==> src/hdl/thfd_pkg.sv <==
// Shared types, constants and functions of the temperature/humidity frame decoder.
// No dependencies; every design module of the block imports this package.
package thfd_pkg;

  localparam logic [7:0] CrcInit = 8'hFF;
  localparam logic [7:0] CrcPoly = 8'h31;

  localparam logic [2:0] POS_TEMP_HI  = 3'd0;
  localparam logic [2:0] POS_TEMP_LO  = 3'd1;
  localparam logic [2:0] POS_TEMP_CRC = 3'd2;
  localparam logic [2:0] POS_HUM_HI   = 3'd3;
  localparam logic [2:0] POS_HUM_LO   = 3'd4;
  localparam logic [2:0] POS_HUM_CRC  = 3'd5;

  localparam logic [14:0] TempScale  = 15'd17500;
  localparam logic [14:0] TempOffset = 15'd4500;
  localparam logic [13:0] HumScale   = 14'd10000;
  localparam logic [16:0] FullScale  = 17'd65535;

  typedef struct packed {
    logic signed [14:0] temp_centi;
    logic               temp_valid;
    logic [13:0]        humidity_centi;
    logic               humidity_valid;
  } thfd_result_t;

  function automatic logic [7:0] crc8_byte(input logic [7:0] crc, input logic [7:0] data);
    logic [7:0] c;
    c = crc ^ data;
    for (int i = 0; i < 8; i++) begin
      c = c[7] ? ((c << 1) ^ CrcPoly) : (c << 1);
    end
    return c;
  endfunction

  // Floor division by 65535 of a value below 2^31. The quotient estimate x >> 16
  // leaves a remainder below twice the divisor, so one correction step suffices.
  function automatic logic [14:0] div_full_scale(input logic [30:0] x);
    logic [14:0] q0;
    logic [16:0] r0;
    q0 = x[30:16];
    r0 = {1'b0, x[15:0]} + {2'b00, q0};
    return (r0 >= FullScale) ? q0 + 15'd1 : q0;
  endfunction

endpackage

==> src/hdl/thfd_conv.sv <==
// Converts an assembled 16-bit sensor word to temperature and humidity in hundredths.
// Depends on thfd_pkg for the scale constants and the division by full scale.
module thfd_conv import thfd_pkg::*; (
  input  logic [15:0]        word,
  output logic signed [14:0] temp_centi,
  output logic [13:0]        humidity_centi
);

  logic [30:0] temp_prod;
  logic [30:0] hum_prod;
  logic [14:0] temp_q;
  logic [14:0] hum_q;

  assign temp_prod = {15'd0, word} * {16'd0, TempScale};
  assign hum_prod  = {15'd0, word} * {17'd0, HumScale};

  assign temp_q = div_full_scale(temp_prod);
  assign hum_q  = div_full_scale(hum_prod);

  // The difference always fits 15-bit two's complement, so wrapping arithmetic is exact.
  assign temp_centi     = $signed(temp_q - TempOffset);
  assign humidity_centi = hum_q[13:0];

endmodule

==> src/hdl/thfd_frame.sv <==
// Frame tracking, CRC-8 checking and word assembly for the six-byte response.
// Depends on thfd_pkg and instantiates thfd_conv.
module thfd_frame import thfd_pkg::*; (
  input  logic         clk,
  input  logic         rst,
  input  logic         accept,
  input  logic [7:0]   rx_byte,
  input  logic         frame_start,
  output logic         done,
  output thfd_result_t result
);

  logic [2:0]        position;
  logic [2:0]        position_next;
  logic [7:0]        running_crc;
  logic [7:0]        running_crc_next;
  logic [15:0]       word_value;
  logic [15:0]       word_value_next;
  logic [14:0]       held_temperature;
  logic [14:0]       held_temperature_next;
  logic              held_temp_valid;
  logic              held_temp_valid_next;
  logic [2:0]        pos;
  logic              crc_match;
  logic signed [14:0] conv_temp;
  logic [13:0]       conv_hum;

  thfd_conv u_conv (
    .word           (word_value),
    .temp_centi     (conv_temp),
    .humidity_centi (conv_hum)
  );

  assign pos       = (frame_start || position > POS_HUM_CRC) ? POS_TEMP_HI : position;
  assign crc_match = (running_crc == rx_byte);

  always_comb begin
    running_crc_next      = running_crc;
    word_value_next       = word_value;
    held_temperature_next = held_temperature;
    held_temp_valid_next  = held_temp_valid;
    done                  = 1'b0;
    result.temp_centi     = $signed(held_temperature);
    result.temp_valid     = held_temp_valid;
    result.humidity_centi = crc_match ? conv_hum : 14'd0;
    result.humidity_valid = crc_match;
    unique case (pos)
      POS_TEMP_HI, POS_HUM_HI: begin
        running_crc_next = crc8_byte(CrcInit, rx_byte);
        word_value_next  = {rx_byte, 8'h00};
      end
      POS_TEMP_LO, POS_HUM_LO: begin
        running_crc_next = crc8_byte(running_crc, rx_byte);
        word_value_next  = {word_value[15:8], rx_byte};
      end
      POS_TEMP_CRC: begin
        held_temp_valid_next  = crc_match;
        held_temperature_next = crc_match ? conv_temp : 15'd0;
      end
      default: begin
        done = 1'b1;
      end
    endcase
    position_next = (pos >= POS_HUM_CRC) ? POS_TEMP_HI : pos + 3'd1;
  end

  always_ff @(posedge clk) begin
    if (rst) begin
      position         <= POS_TEMP_HI;
      running_crc      <= CrcInit;
      word_value       <= 16'd0;
      held_temperature <= 15'd0;
      held_temp_valid  <= 1'b0;
    end else if (accept) begin
      position         <= position_next;
      running_crc      <= running_crc_next;
      word_value       <= word_value_next;
      held_temperature <= held_temperature_next;
      held_temp_valid  <= held_temp_valid_next;
    end
  end

endmodule

==> src/hdl/thfd_out_reg.sv <==
// Output register that holds one decoded result until the receiver takes it.
// Depends on thfd_pkg for the result type.
module thfd_out_reg import thfd_pkg::*; (
  input  logic         clk,
  input  logic         rst,
  input  logic         load,
  input  thfd_result_t load_data,
  output logic         load_ready,
  output logic         valid,
  input  logic         ready,
  output thfd_result_t data
);

  assign load_ready = !valid || ready;

  always_ff @(posedge clk) begin
    if (rst) begin
      valid <= 1'b0;
    end else if (load) begin
      valid <= 1'b1;
    end else if (ready) begin
      valid <= 1'b0;
    end
  end

  always_ff @(posedge clk) begin
    if (load) begin
      data <= load_data;
    end
  end

endmodule

==> src/hdl/temp_humidity_frame_decoder.sv <==
// Top level of the temperature/humidity frame decoder.
// Depends on thfd_pkg; instantiates thfd_frame and thfd_out_reg.
//
// Usage: response bytes enter on the rx channel (rx_byte, frame_start, rx_valid,
// rx_ready), one byte per transfer, in frame order: temperature high, low, CRC,
// then humidity high, low, CRC. A byte with frame_start set always begins a new
// frame and drops any partial one. After the sixth byte the next byte starts a
// new frame on its own.
// Results leave on the res channel (temp_centi, temp_valid, humidity_centi,
// humidity_valid, res_valid, res_ready), one transfer per complete frame. A value
// whose CRC failed reads as zero with its valid flag low.
// Throughput is one byte per cycle while the output register can take a result.
// The result of a frame is shown in the cycle after its sixth byte is taken, from a
// single output register. CRC update, word assembly and scaling are combinational.
// While a result is held and the receiver stalls, rx_ready stays low, so no byte
// is taken until the held result leaves.
// Reset (synchronous, active high) clears the frame position, the CRC and the
// held temperature, and empties the output register.
module temp_humidity_frame_decoder import thfd_pkg::*; (
  input  logic               clk,
  input  logic               rst,
  input  logic [7:0]         rx_byte,
  input  logic               frame_start,
  input  logic               rx_valid,
  output logic               rx_ready,
  output logic signed [14:0] temp_centi,
  output logic               temp_valid,
  output logic [13:0]        humidity_centi,
  output logic               humidity_valid,
  output logic               res_valid,
  input  logic               res_ready
);

  logic         accept;
  logic         done;
  thfd_result_t frame_result;
  thfd_result_t held_result;

  assign accept = rx_valid && rx_ready;

  thfd_frame u_frame (
    .clk         (clk),
    .rst         (rst),
    .accept      (accept),
    .rx_byte     (rx_byte),
    .frame_start (frame_start),
    .done        (done),
    .result      (frame_result)
  );

  thfd_out_reg u_out_reg (
    .clk        (clk),
    .rst        (rst),
    .load       (accept && done),
    .load_data  (frame_result),
    .load_ready (rx_ready),
    .valid      (res_valid),
    .ready      (res_ready),
    .data       (held_result)
  );

  assign temp_centi     = held_result.temp_centi;
  assign temp_valid     = held_result.temp_valid;
  assign humidity_centi = held_result.humidity_centi;
  assign humidity_valid = held_result.humidity_valid;

endmodule

==> config.mk <==
export PLATFORM = sky130hd
export DESIGN_NAME = temp_humidity_frame_decoder
export DESIGN_NICKNAME = d
export VERILOG_FILES = /design/src/hdl/thfd_pkg.sv /design/src/hdl/thfd_conv.sv /design/src/hdl/thfd_frame.sv /design/src/hdl/thfd_out_reg.sv /design/src/hdl/temp_humidity_frame_decoder.sv
export SDC_FILE = /design/constraint.sdc
export NUM_CORES = 1
export LEC_CHECK = 0
export BUFFER_PORTS_ARGS = -buffer_cell sky130_fd_sc_hd__buf_2
export CAP_MARGIN = 20
export CORE_MARGIN = 4
export CORE_UTILIZATION = 65
export CTS_CLUSTER_DIAMETER = 120
export DETAILED_ROUTE_END_ITERATION = 8
export PLACE_DENSITY = 0.87
export SYNTH_ARGS = -nofsm -noshare
export SYNTH_HDL_FRONTEND = slang
export SYNTH_SLANG_ARGS = --single-unit
==> constraint.sdc <==
create_clock -name clk -period 8.5 [get_ports clk]
set_input_delay 0.85 -clock clk [delete_from_list [all_inputs] [get_ports clk]]
set_output_delay 0.85 -clock clk [all_outputs]
set_load 0.03 [all_outputs]
# ---- After elaboration in Yosys (flattened, before gate mapping)
# Index checks and enable logic that the tools add are counted.
dict set report totals {
  elab_cells 87
  register_bits 75
  output_inout_bits 33
  input_bits 13
}
dict set report op_classes {
  addsub 6
  mux 26
  order_cmp 4
  mul 2
  n_bitwise 19
  n_eq_ne 5
  reduce_logical 14
}
# operator count
set op_table {}
lappend op_table {{$mux W6} 16}
lappend op_table {{$not A3 Y3} 16}
lappend op_table {{$ge A17 B16 Y1 const B} 2}
lappend op_table {{$pmux W16 S2} 1}
lappend op_table {{$mux W15} 2}
lappend op_table {{$mul A16 B13 Y29 const B} 1}
lappend op_table {{$mul A16 B10 Y26 const B} 1}
lappend op_table {{$add A16 B14 Y17} 1}
lappend op_table {{$add A16 B15 Y17} 1}
lappend op_table {{$pmux W8 S2} 1}
lappend op_table {{$add A15 B1 Y15 const B} 1}
lappend op_table {{$sub A15 B13 Y15 const B} 1}
lappend op_table {{$add A14 B1 Y14 const B} 1}
lappend op_table {{$mux W14} 1}
lappend op_table {{$eq A8 B8 Y1} 1}
lappend op_table {{$not A8 Y8} 1}
lappend op_table {{$xor A8 B8 Y8} 1}
lappend op_table {{$eq A3 B2 Y1 const B} 2}
lappend op_table {{$mux W3} 2}
lappend op_table {{$reduce_or A5 Y1} 1}
lappend op_table {{$reduce_and A2 Y1} 2}
lappend op_table {{$reduce_bool A2 Y1} 2}
lappend op_table {{$reduce_or A2 Y1} 2}
lappend op_table {{$add A3 B1 Y3 const B} 1}
lappend op_table {{other kinds (11)} 15}

# ---- Longest topological paths before layout
# Gate-level depths: netlist of run 1.
dict set report logic_depth {
  ltp_word 18
  mapped_depth 37
  mapped_depth_nobuf 37
}

# ---- Modules after synthesis
# From an unflattened synthesis of run 1, not the netlist that was laid out.
dict set report hier_totals {
  hier_cells 1316
  hier_area_um2 11428.5
}
# mod cells_each n_inst seq_area_each_um2 area_each_um2
set by_module_without_submodules {}
lappend by_module_without_submodules {thfd_conv 1008 1 0.0 8161.6}
lappend by_module_without_submodules {thfd_frame 271 1 860.8 2277.2}
lappend by_module_without_submodules {thfd_out_reg 35 1 950.9 977.2}
lappend by_module_without_submodules {temp_humidity_frame_decoder 2 1 0.0 12.5}

# ---- Least setup slack after synthesis of run 1
# OpenSTA, ideal clock, no wires.
dict set report synth_path {
  path_type {reg-to-reg}
  from {register u_frame.word_value[8]}
  to {register u_frame.held_temperature[14]}
  setup_ns 0.122
  required_time_ns 8.378
  synth_period_minus_slack_ns 7.801
  path_slack_ns 0.699
  t_arrival_ns 7.678
  path_stages_with_launch 33
  n_path_buf 1
  cell_sequence {dfxtp_1 > ha_1 > fa_1 > ha_1 > fa_1 > inv_1 > fa_1 > inv_1 > ha_1 > buf_6 > a21o_1 > a211o_1 > a221oi_1 > o21bai_1 > a21o_1 > xor2_1 > inv_2 > fa_1 > nand2b_1 > a211oi_1 > o22ai_1 > nand2_1 > mux2i_1 > a311o_1 > a31o_2 > a32o_2 > o31a_1 > o221ai_2 > nand4_4 > a31oi_4 > o2bb2ai_2 > mux2i_1 > nand3_1}
}
dict set report synth_via {
  elab_chain_len 6
  elab_cells_between_ends 7
  cone_classes {3 x add/sub; 1 x mul; 1 x order compare; 2 x mux}
}
# element line_no
set synth_lines {}
lappend synth_lines {{from (decl)} thfd_frame.sv:17} ;# logic [15:0] word_value;
lappend synth_lines {{from (signal assigned)} thfd_frame.sv:77} ;# word_value <= word_value_next;
lappend synth_lines {{$mul A16 B13 Y29 *} thfd_conv.sv:14} ;# assign temp_prod = {15'd0, word} * {16'd0, TempScale};
lappend synth_lines {{$add A16 B15 Y17} thfd_pkg.sv:42} ;# r0 = {1'b0, x[15:0]} + {2'b00, q0};
lappend synth_lines {{$ge A17 B16 Y1} thfd_pkg.sv:43} ;# return (r0 >= FullScale) ? q0 + 15'd1 : q0;
lappend synth_lines {{$mux W15 *} thfd_pkg.sv:43}
lappend synth_lines {{$sub A15 B13 Y15 *} thfd_conv.sv:21} ;# assign temp_centi = $signed(temp_q - TempOffset);
lappend synth_lines {{$mux W15 *} thfd_frame.sv:58} ;# held_temperature_next = crc_match ? conv_temp : 15'd0;
lappend synth_lines {{to (signal assigned)} thfd_frame.sv:78} ;# held_temperature <= held_temperature_next;
lappend synth_lines {{to (decl)} thfd_frame.sv:19} ;# logic [14:0] held_temperature;
# Every way passes the cells marked *; elsewhere a longest branch is shown, timed or not.
# A chain may end at the register's enable or synchronous reset.

# ---- Worst setup path after layout of run 1
dict set report layout_path {
  from {register u_frame.word_value[5]}
  to {register u_frame.held_temperature[9]}
}
# The elaborated chain is that of the path after synthesis.

==> metrics.md, run 1 <==
| Metric | Value |
|---|---|
| CTS tree | yes |
| Die Wd | 139.0 um |
| Fillers | around 1100 |
| Core Region | 0.01670 mm2 |
| Post-Synthesis Cells | around 1300 |
| Layout net count | 1651 |
| 1st-pass router iterations | 5 |
| Total number of vias | 9603 |
| Final Max Slew Viols | 0 |
| DRT iter0 DRCs | 898 |
| Routability cong. | 1.030 |
| Number of H-tree levels | 3 |
| Critical Path RT | 8.71 ns |
| Top cells by count, synth | inv_1 (252), ha_1 (196), nor2_1 (86) |
| Largest net degree at the start of global routing | 43 |
| Max VDD drop | between 100 and 150 uV |
| Avg Inst Size Synth | roughly 8.8 um2 |
| Max Clk Rate | 121.6 MHz |
| Post-synth top area share | a little over a fifth |
| Worst-skew pair later-pin latency | 0.36 ns |
| Mapped Area | 0.01116 mm2 |
| Synth Flop Type | dfxtp_1 |
| Critical path arrival | about 8.4 ns |
| Period utilization | between 90 and 100% |
| # DRC | 0 |
| Total chip power | 1.726 mW |
| Number of antenna violations at the first check in global routing | 0 |
| Setup Viol. Count Final | 0 |
| DP HPWL | approximately 22000 um |
| Routed Wire Length | a little under 30000 um |
| Maximum buffer depth of the clock tree | 2 |
| Post-Place Cells | between 1500 and 2000 |
| Clock Skew | approximately 0.0094 ns |
| DRT antenna net count | 0 |
| Clk sink count | 75 |
| Top post-synthesis cells by area | ha_1 (22%), fa_1 (15%), inv_1 (8.5%) |
| Grt ovf | 0 |
| First-pass GRT wire length | between 40000 and 50000 um |
| Worst-margin pin slew | around 0.9 ns |
| Syn_nets | between 1500 and 2000 |
| Starting Density | between 60% and 70% |
| Antenna cells | 0 |
| I/O pin total | 46 |
| Clock period minus final worst setup slack | just over 8 ns |
| Hold Fails Final Rpt | 0 |
| Seq. cell area | between 0.0015 and 0.002 mm2 |
| CP Class | reg2reg |
| Layout cell share with drive strength beyond 1 | between 10% and 20% |
| Yosys Warn Count | 0 |
| Worst path max stage delay | around 0.56 ns |
| CTS Root Cell | clkbuf_16 |
| Synth area leader | ha_1 |
| Die ar. | just under 0.02 mm2 |
| CP Launch Type | flip-flop |
| CTS buffer count | 9 |
| Slew headroom | about two fifths |
| Kind of cell adding the most delay to the critical path | adder cells |
| LEAKAGE | approximately 6.5 nW |
| Hold_buf cts | 0 |
| CTS clk-pin slew, worst paths | about 0.070 ns |
| Port buffer count | 45 |
| Maximum fanout along the worst path | 8 |
| Gr usage total | between 20% and 30% |
| Max Cap Viol | 0 |
| Finished Layout Cells | about 1600 |
| WL per Instance | 18.37 um |
| CP max-delay cell | fa_1 |
| Rows | 47 |
| Die H | 139.0 um |
| Vias in the first global route | ~9500 |
| Distinct cells, synth | 80 |
| Synth async-reset ratio | 0% |
| Hold crit path type | reg2reg |
| Status | complete, no violations |
| Worst path buffer plus inverter count | 6 |
| Count leader, synth | inv_1 |
| Area taken by multi-input logic gates | between 0.008 and 0.009 mm2 |
| Sequential cell area fraction in the yosys report | 16.24% |
| EDFF count, synth | 31 |
| DR vias/cell | between 6 and 7 |
| Endpoint class of the critical path | flip-flop |
| Yosys reg bits | 75 |
| PD cells | about 140 mW/mm2 |
| Area Growth Syn to Fin | 12.29% |
cell type report:
type,count,area share (%)
well taps,220,2.197
clock buffers,10,1.998
clock inverters,6,0.4195
multi-input cells,920,67.88
flip-flops and latches,75,14.57
repair buffers,101,5.294
inverters,254,7.641
final timing paths:
| check | startpoint | to | slack, ns | cells past startpoint |
|---|---|---|---|---|
| setup reg to reg | u_frame.word_value[5] | u_frame.held_temperature[9] | 0.28 | 32 |
| setup / recovery | u_frame.word_value[5] | u_frame.held_temperature[9] | 0.28 | 32 |
| hold reg to reg | u_frame.held_temperature[13] | u_out_reg.data[29] | 0.44 | 0 |
| hold / removal | u_frame.held_temperature[13] | u_out_reg.data[29] | 0.44 | 0 |
where the power goes:
part | internal (mW) | switching [mW]
Sequential | 0.381 | 0.0133
Clock | 0.221 | 0.181
Combinational | 0.362 | 0.568
Total | 0.963 | 0.763
logic make-up after synthesis:
family | count (synthesis) | share of synthesized area, %
DFF | 75 | 16.24
xor gates and xnor gates | 107 | 8.468
buffers and inverters | 280 | 9.567
adders and majority gates | 277 | 36.52
muxes | 18 | 1.693
AOI/OAI and AO/OA | 219 | 13.80
and+or+nand+nor | 298 | 13.72
metal layers:
| layer | vias up | share of wire [%] | track usage (%) |
|---|---|---|---|
| li1 | 4482 | - | - |
| met1 | 4589 | 40 | 38.37 |
| met2 | 454 | 48 | 48.79 |
| met3 | 78 | 9.0 | 6.379 |
| met4 | 0 | 2.7 | 8.187 |
| met5 | - | 0 | 0 |
state kept, by name, summed over array words and instances (netlist names):
register,count
u_frame.held_temperature,15
u_out_reg.valid,1
u_frame.word_value,16
u_frame.running_crc,8
u_out_reg.data,31
u_frame.held_temp_valid,1
u_frame.position,3
stage by stage:
stage	setup TNS, ns	area [um2]	setup slack, ns	hold slack [ns]	utilization (%)
2_1_floorplan	0	11160	0.6992	0.4081	-
3_3_place_gp	0	11860	0.2452	0.4102	71.00
3_5_place_dp	-0.2865	11860	-0.1205	0.4193	71.00
4_1_cts	0	12170	0.03250	0.4376	72.84
5_1_grt	-0.2838	12530	-0.08147	0.4528	75.01
6_report	0	12530	0.2783	0.4367	75.01
cell usage in the layout (no fill, tap or decap), drive strengths merged, types with 37 or more instances in the layout:
cell	count
ha	196
nand2	61
nor2	86
a21oi	54
inv	257
xnor2	67
dfxtp	44
o21ai	37
fa	81
buf	100
xor2	40
what timing repair did:
item                                    CTS  global route
cloned                                    0             1
endpoints found under the setup margin    6            24
setup buffers                             0            12
pin swaps                                 0            16
gates resized for setup                   4            50
endpoints found under the hold margin     0             0
worst register-to-register path, delay by kind of cell, from the launching register on:
kind / cells / cell delay, ns
AND/OR/NAND/NOR: 7 / 1.03
AO/OA/AOI/OAI: 11 / 2.58
buffers and inverters: 6 / 0.85
adder cells (fa/ha/maj): 6 / 2.59
XOR/XNOR: 2 / 0.59
flip-flops: 1 / 0.41
Power figures use the tool's default switching activity.
==> run 2, diff against run 1 <==
--- a/config.mk
+++ b/config.mk
@@ -11,7 +11,7 @@
 export CORE_UTILIZATION = 65
 export CTS_CLUSTER_DIAMETER = 120
 export DETAILED_ROUTE_END_ITERATION = 8
-export PLACE_DENSITY = 0.87
+export PLACE_DENSITY = 0.88
 export SYNTH_ARGS = -nofsm -noshare
 export SYNTH_HDL_FRONTEND = slang
 export SYNTH_SLANG_ARGS = --single-unit
==> constraint.sdc (replaced) <==
create_clock -name clk -period 10.6 [get_ports clk]
set_input_delay 1.06 -clock clk [delete_from_list [all_inputs] [get_ports clk]]
set_output_delay 1.06 -clock clk [all_outputs]
set_load 0.03 [all_outputs]
==> run 2 against run 1 <==
  * Global-route usage decreased by 1.6 points
  * Critical path type unchanged
  * Sequential share of layout area increased by 0.65 points
  * Critical path depth is 2 lower
  * Cell count shrank 3.4%
  * Worst setup slack improved by 1.0 ns
  * Non-clock buffer count shrank 53
  * Routed wire length fell by 8.2%
  * Power down 23%
  * Register-to-register slack improved by 1.0 ns
  * First-iteration DRC count is 21% lower
  * Critical endpoint unchanged
==> metrics.md, run 2 (synthesized netlist as in run 1, its figures left out) <==
| Metric | Value |
|---|---|
| Status | complete, no violations (unchanged) |
| Fillers | 1201 (was 1099) |
| Clock period minus final worst setup slack | 9.318 ns (was 8.222 ns) |
| Critical path arrival | 9.51 ns (was 8.43 ns) |
| CTS buffer count | 9 (unchanged) |
| Seq. cell area | 0.001812 mm2 (was 0.001826 mm2) |
| # Post-CTS Setup Buffers | 0 (unchanged) |
| Number of H-tree levels | 3 (unchanged) |
| I/O pin total | 46 (unchanged) |
| Critical Path RT | 10.79 ns (was 8.71 ns) |
| DRT iter0 DRCs | 713 (was 898) |
| Routed Wire Length | 26740 um (was 29140 um) |
| Largest net degree at the start of global routing | 43 (unchanged) |
| Routing usage on met3 | 4.207% (was 6.379%) |
| Crit-path most repeated cell | ha_1 |
| Layout net count | 1597 (was 1651) |
| Die H | 139.0 um (unchanged) |
| Die ar. | 0.01932 mm2 (unchanged) |
| Clock Skew | 0.01084 ns (was 0.009373 ns) |
| Number of antenna violations at the first check in global routing | 0 (unchanged) |
| Period utilization | 87.91% (was 96.73%) |
| CP Class | reg2reg (unchanged) |
| Max reg flops | 31 (unchanged) |
| Slew headroom | 24.36% (was 39.86%) |
| Routability cong. | 0.9892 (was 1.030) |
| Setup TNS | 0 ns (unchanged) |
| CTS Root Cell | clkbuf_16 (unchanged) |
| Antenna cells | 0 (unchanged) |
| WL per Instance | 17.46 um (was 18.37 um) |
| Hold Fails Final Rpt | 0 (unchanged) |
| GRT busiest layer | met2 (unchanged) |
| First-pass GRT wire length | 44730 um (was 46390 um) |
| Die Wd | 139.0 um (unchanged) |
| Core Region | 0.01670 mm2 (unchanged) |
| Hold_buf cts | 0 (unchanged) |
| Area taken by multi-input logic gates | 0.008277 mm2 (was 0.008503 mm2) |
| Gr usage total | 27.63% (was 29.20%) |
| Worst path max stage delay | 0.64 ns (was 0.56 ns) |
| WHS | 0.4403 ns (was 0.4367 ns) |
| Maximum fanout along the worst path | 15 (was 8) |
| Rows | 47 (unchanged) |
| Layout cell share with drive strength beyond 1 | 7.012% (was 13.47%) |
| Leading cell type in the layout, fill and taps excluded | inv_1 (unchanged) |
| Max Cap Viol | 0 (unchanged) |
| Starting Density | 66.80% (unchanged) |
| RSZ-0062 raised after global routing | false |
| Worst slack at placement | 1.406 ns (was -0.1205 ns) |
| Setup WS post-layout | 1.282 ns (was 0.2783 ns) |
| Clk sink count | 75 (unchanged) |
| Final Max Slew Viols | 0 (unchanged) |
| Total number of vias | 9121 (was 9603) |
| CTS tree | yes (unchanged) |
| CP max-delay cell | dfxtp_1 (was fa_1) |
| LEAKAGE | 6.142 nW (was 6.453 nW) |
| Vias in the first global route | 9200 (was 9466) |
| DRT antenna net count | 0 (unchanged) |
| Met2 Use GR | 47.05% (was 48.79%) |
| Area Growth Syn to Fin | 6.684% (was 12.29%) |
| Endpoint class of the critical path | flip-flop (unchanged) |
| Maximum buffer depth of the clock tree | 2 (unchanged) |
| Setup Viol. Count Final | 0 (unchanged) |
| Max VDD drop | 127.9 uV (was 146.1 uV) |
| CP Launch Type | flip-flop (unchanged) |
| 1st-pass router iterations | 7 (was 5) |
| # DRC | 0 (unchanged) |
| CTS clk-pin slew, worst paths | 0.07 ns (about the same) |
| Hold crit path type | reg2reg (unchanged) |
| Port buffer count | 45 (unchanged) |
| DP HPWL | 21300 um (was 22440 um) |
| Most flops, register | u_out_reg.data (unchanged) |
| DR vias/cell | 5.954 (was 6.055) |
| PostCTS Resize Cnt | 0 (was 4) |
| Layout Utilization | 71.26% (was 75.01%) |
| Max Clk Rate | 107.3 MHz (was 121.6 MHz) |
| GR Util met1 | 37.26% (was 38.37%) |
| Largest regs | u_out_reg.data (31), u_frame.word_value (16), u_frame.held_temperature (15) (unchanged) |
| Worst-skew pair later-pin latency | 0.34 ns (was 0.36 ns) |
| Grt ovf | 0 (unchanged) |
| Worst-margin pin slew | 1.126 ns (was 0.9020 ns) |
| PD cells | 111.1 mW/mm2 (was 137.8 mW/mm2) |
| Most frequent cells in the layout | inv_1 (252), ha_1 (196), nor2_1 (86), fa_1 (81), xnor2_1 (67) (was inv_1 (250), ha_1 (191), nor2_1 (86), fa_1 (81), xnor2_1 (64)) |
[run 2: changes by cell type in the layout (fill, tap and decap cells not counted), moves of 5 or more]
cell,change
ha_2,-5
buf_4,-52
ha_1,+5
dfxtp_1,+5
[run 2: metal layers]
metal	vias up	wire, um
met5	-	0
met4	0	482
met3	52	1912
met2	301	12850
met1	4391	11500
li1	4377	-
[run 2: per-stage QoR]
step	total power, mW	std cells	area (um2)
floorplan	0.8205	1274	11160
global placement	0.9494	1515	11560
detailed placement	0.9693	1516	11580
CTS	1.307	1532	11900
global route	1.410	1532	11900
finish	1.322	1532	11900
[run 2: critical path: cells and delay by family (launching register included)]
family	cells	cell delay (ns)
adder cells (fa/ha/maj)	7	2.93
AO/OA/AOI/OAI	7	2.13
AND/OR/NAND/NOR	9	1.74
XOR/XNOR	4	1.37
flip-flops	1	0.64
buffers and inverters	3	0.31
[run 2: worst paths after layout]
path                               startpoint                           to  slack [ns]  cells after the start
hold reg to reg   u_frame.held_temperature[5]           u_out_reg.data[21]        0.44                      0
setup reg to reg        u_frame.word_value[7]  u_frame.held_temperature[9]        1.28                     30
hold / removal    u_frame.held_temperature[5]           u_out_reg.data[21]        0.44                      0
setup / recovery        u_frame.word_value[7]  u_frame.held_temperature[9]        1.28                     30
[run 2: report_power, final]
| group | leakage (nW) | switching (mW) | internal, mW | total, mW |
|---|---|---|---|---|
| clock network | 0.153 | 0.129 | 0.207 | 0.336 |
| registers | 0.622 | 0.0164 | 0.306 | 0.322 |
| logic | 5.37 | 0.416 | 0.248 | 0.663 |
[run 2: cell type report]
cell class	count	share of cell area (%)
Sequential cell	75	15.22
Inverter	254	8.011
Multi-Input combinational cell	919	69.54
Timing Repair Buffer	48	2.250
Clock buffer	10	1.924
Clock inverter	6	0.7359
Tap cell	220	2.313
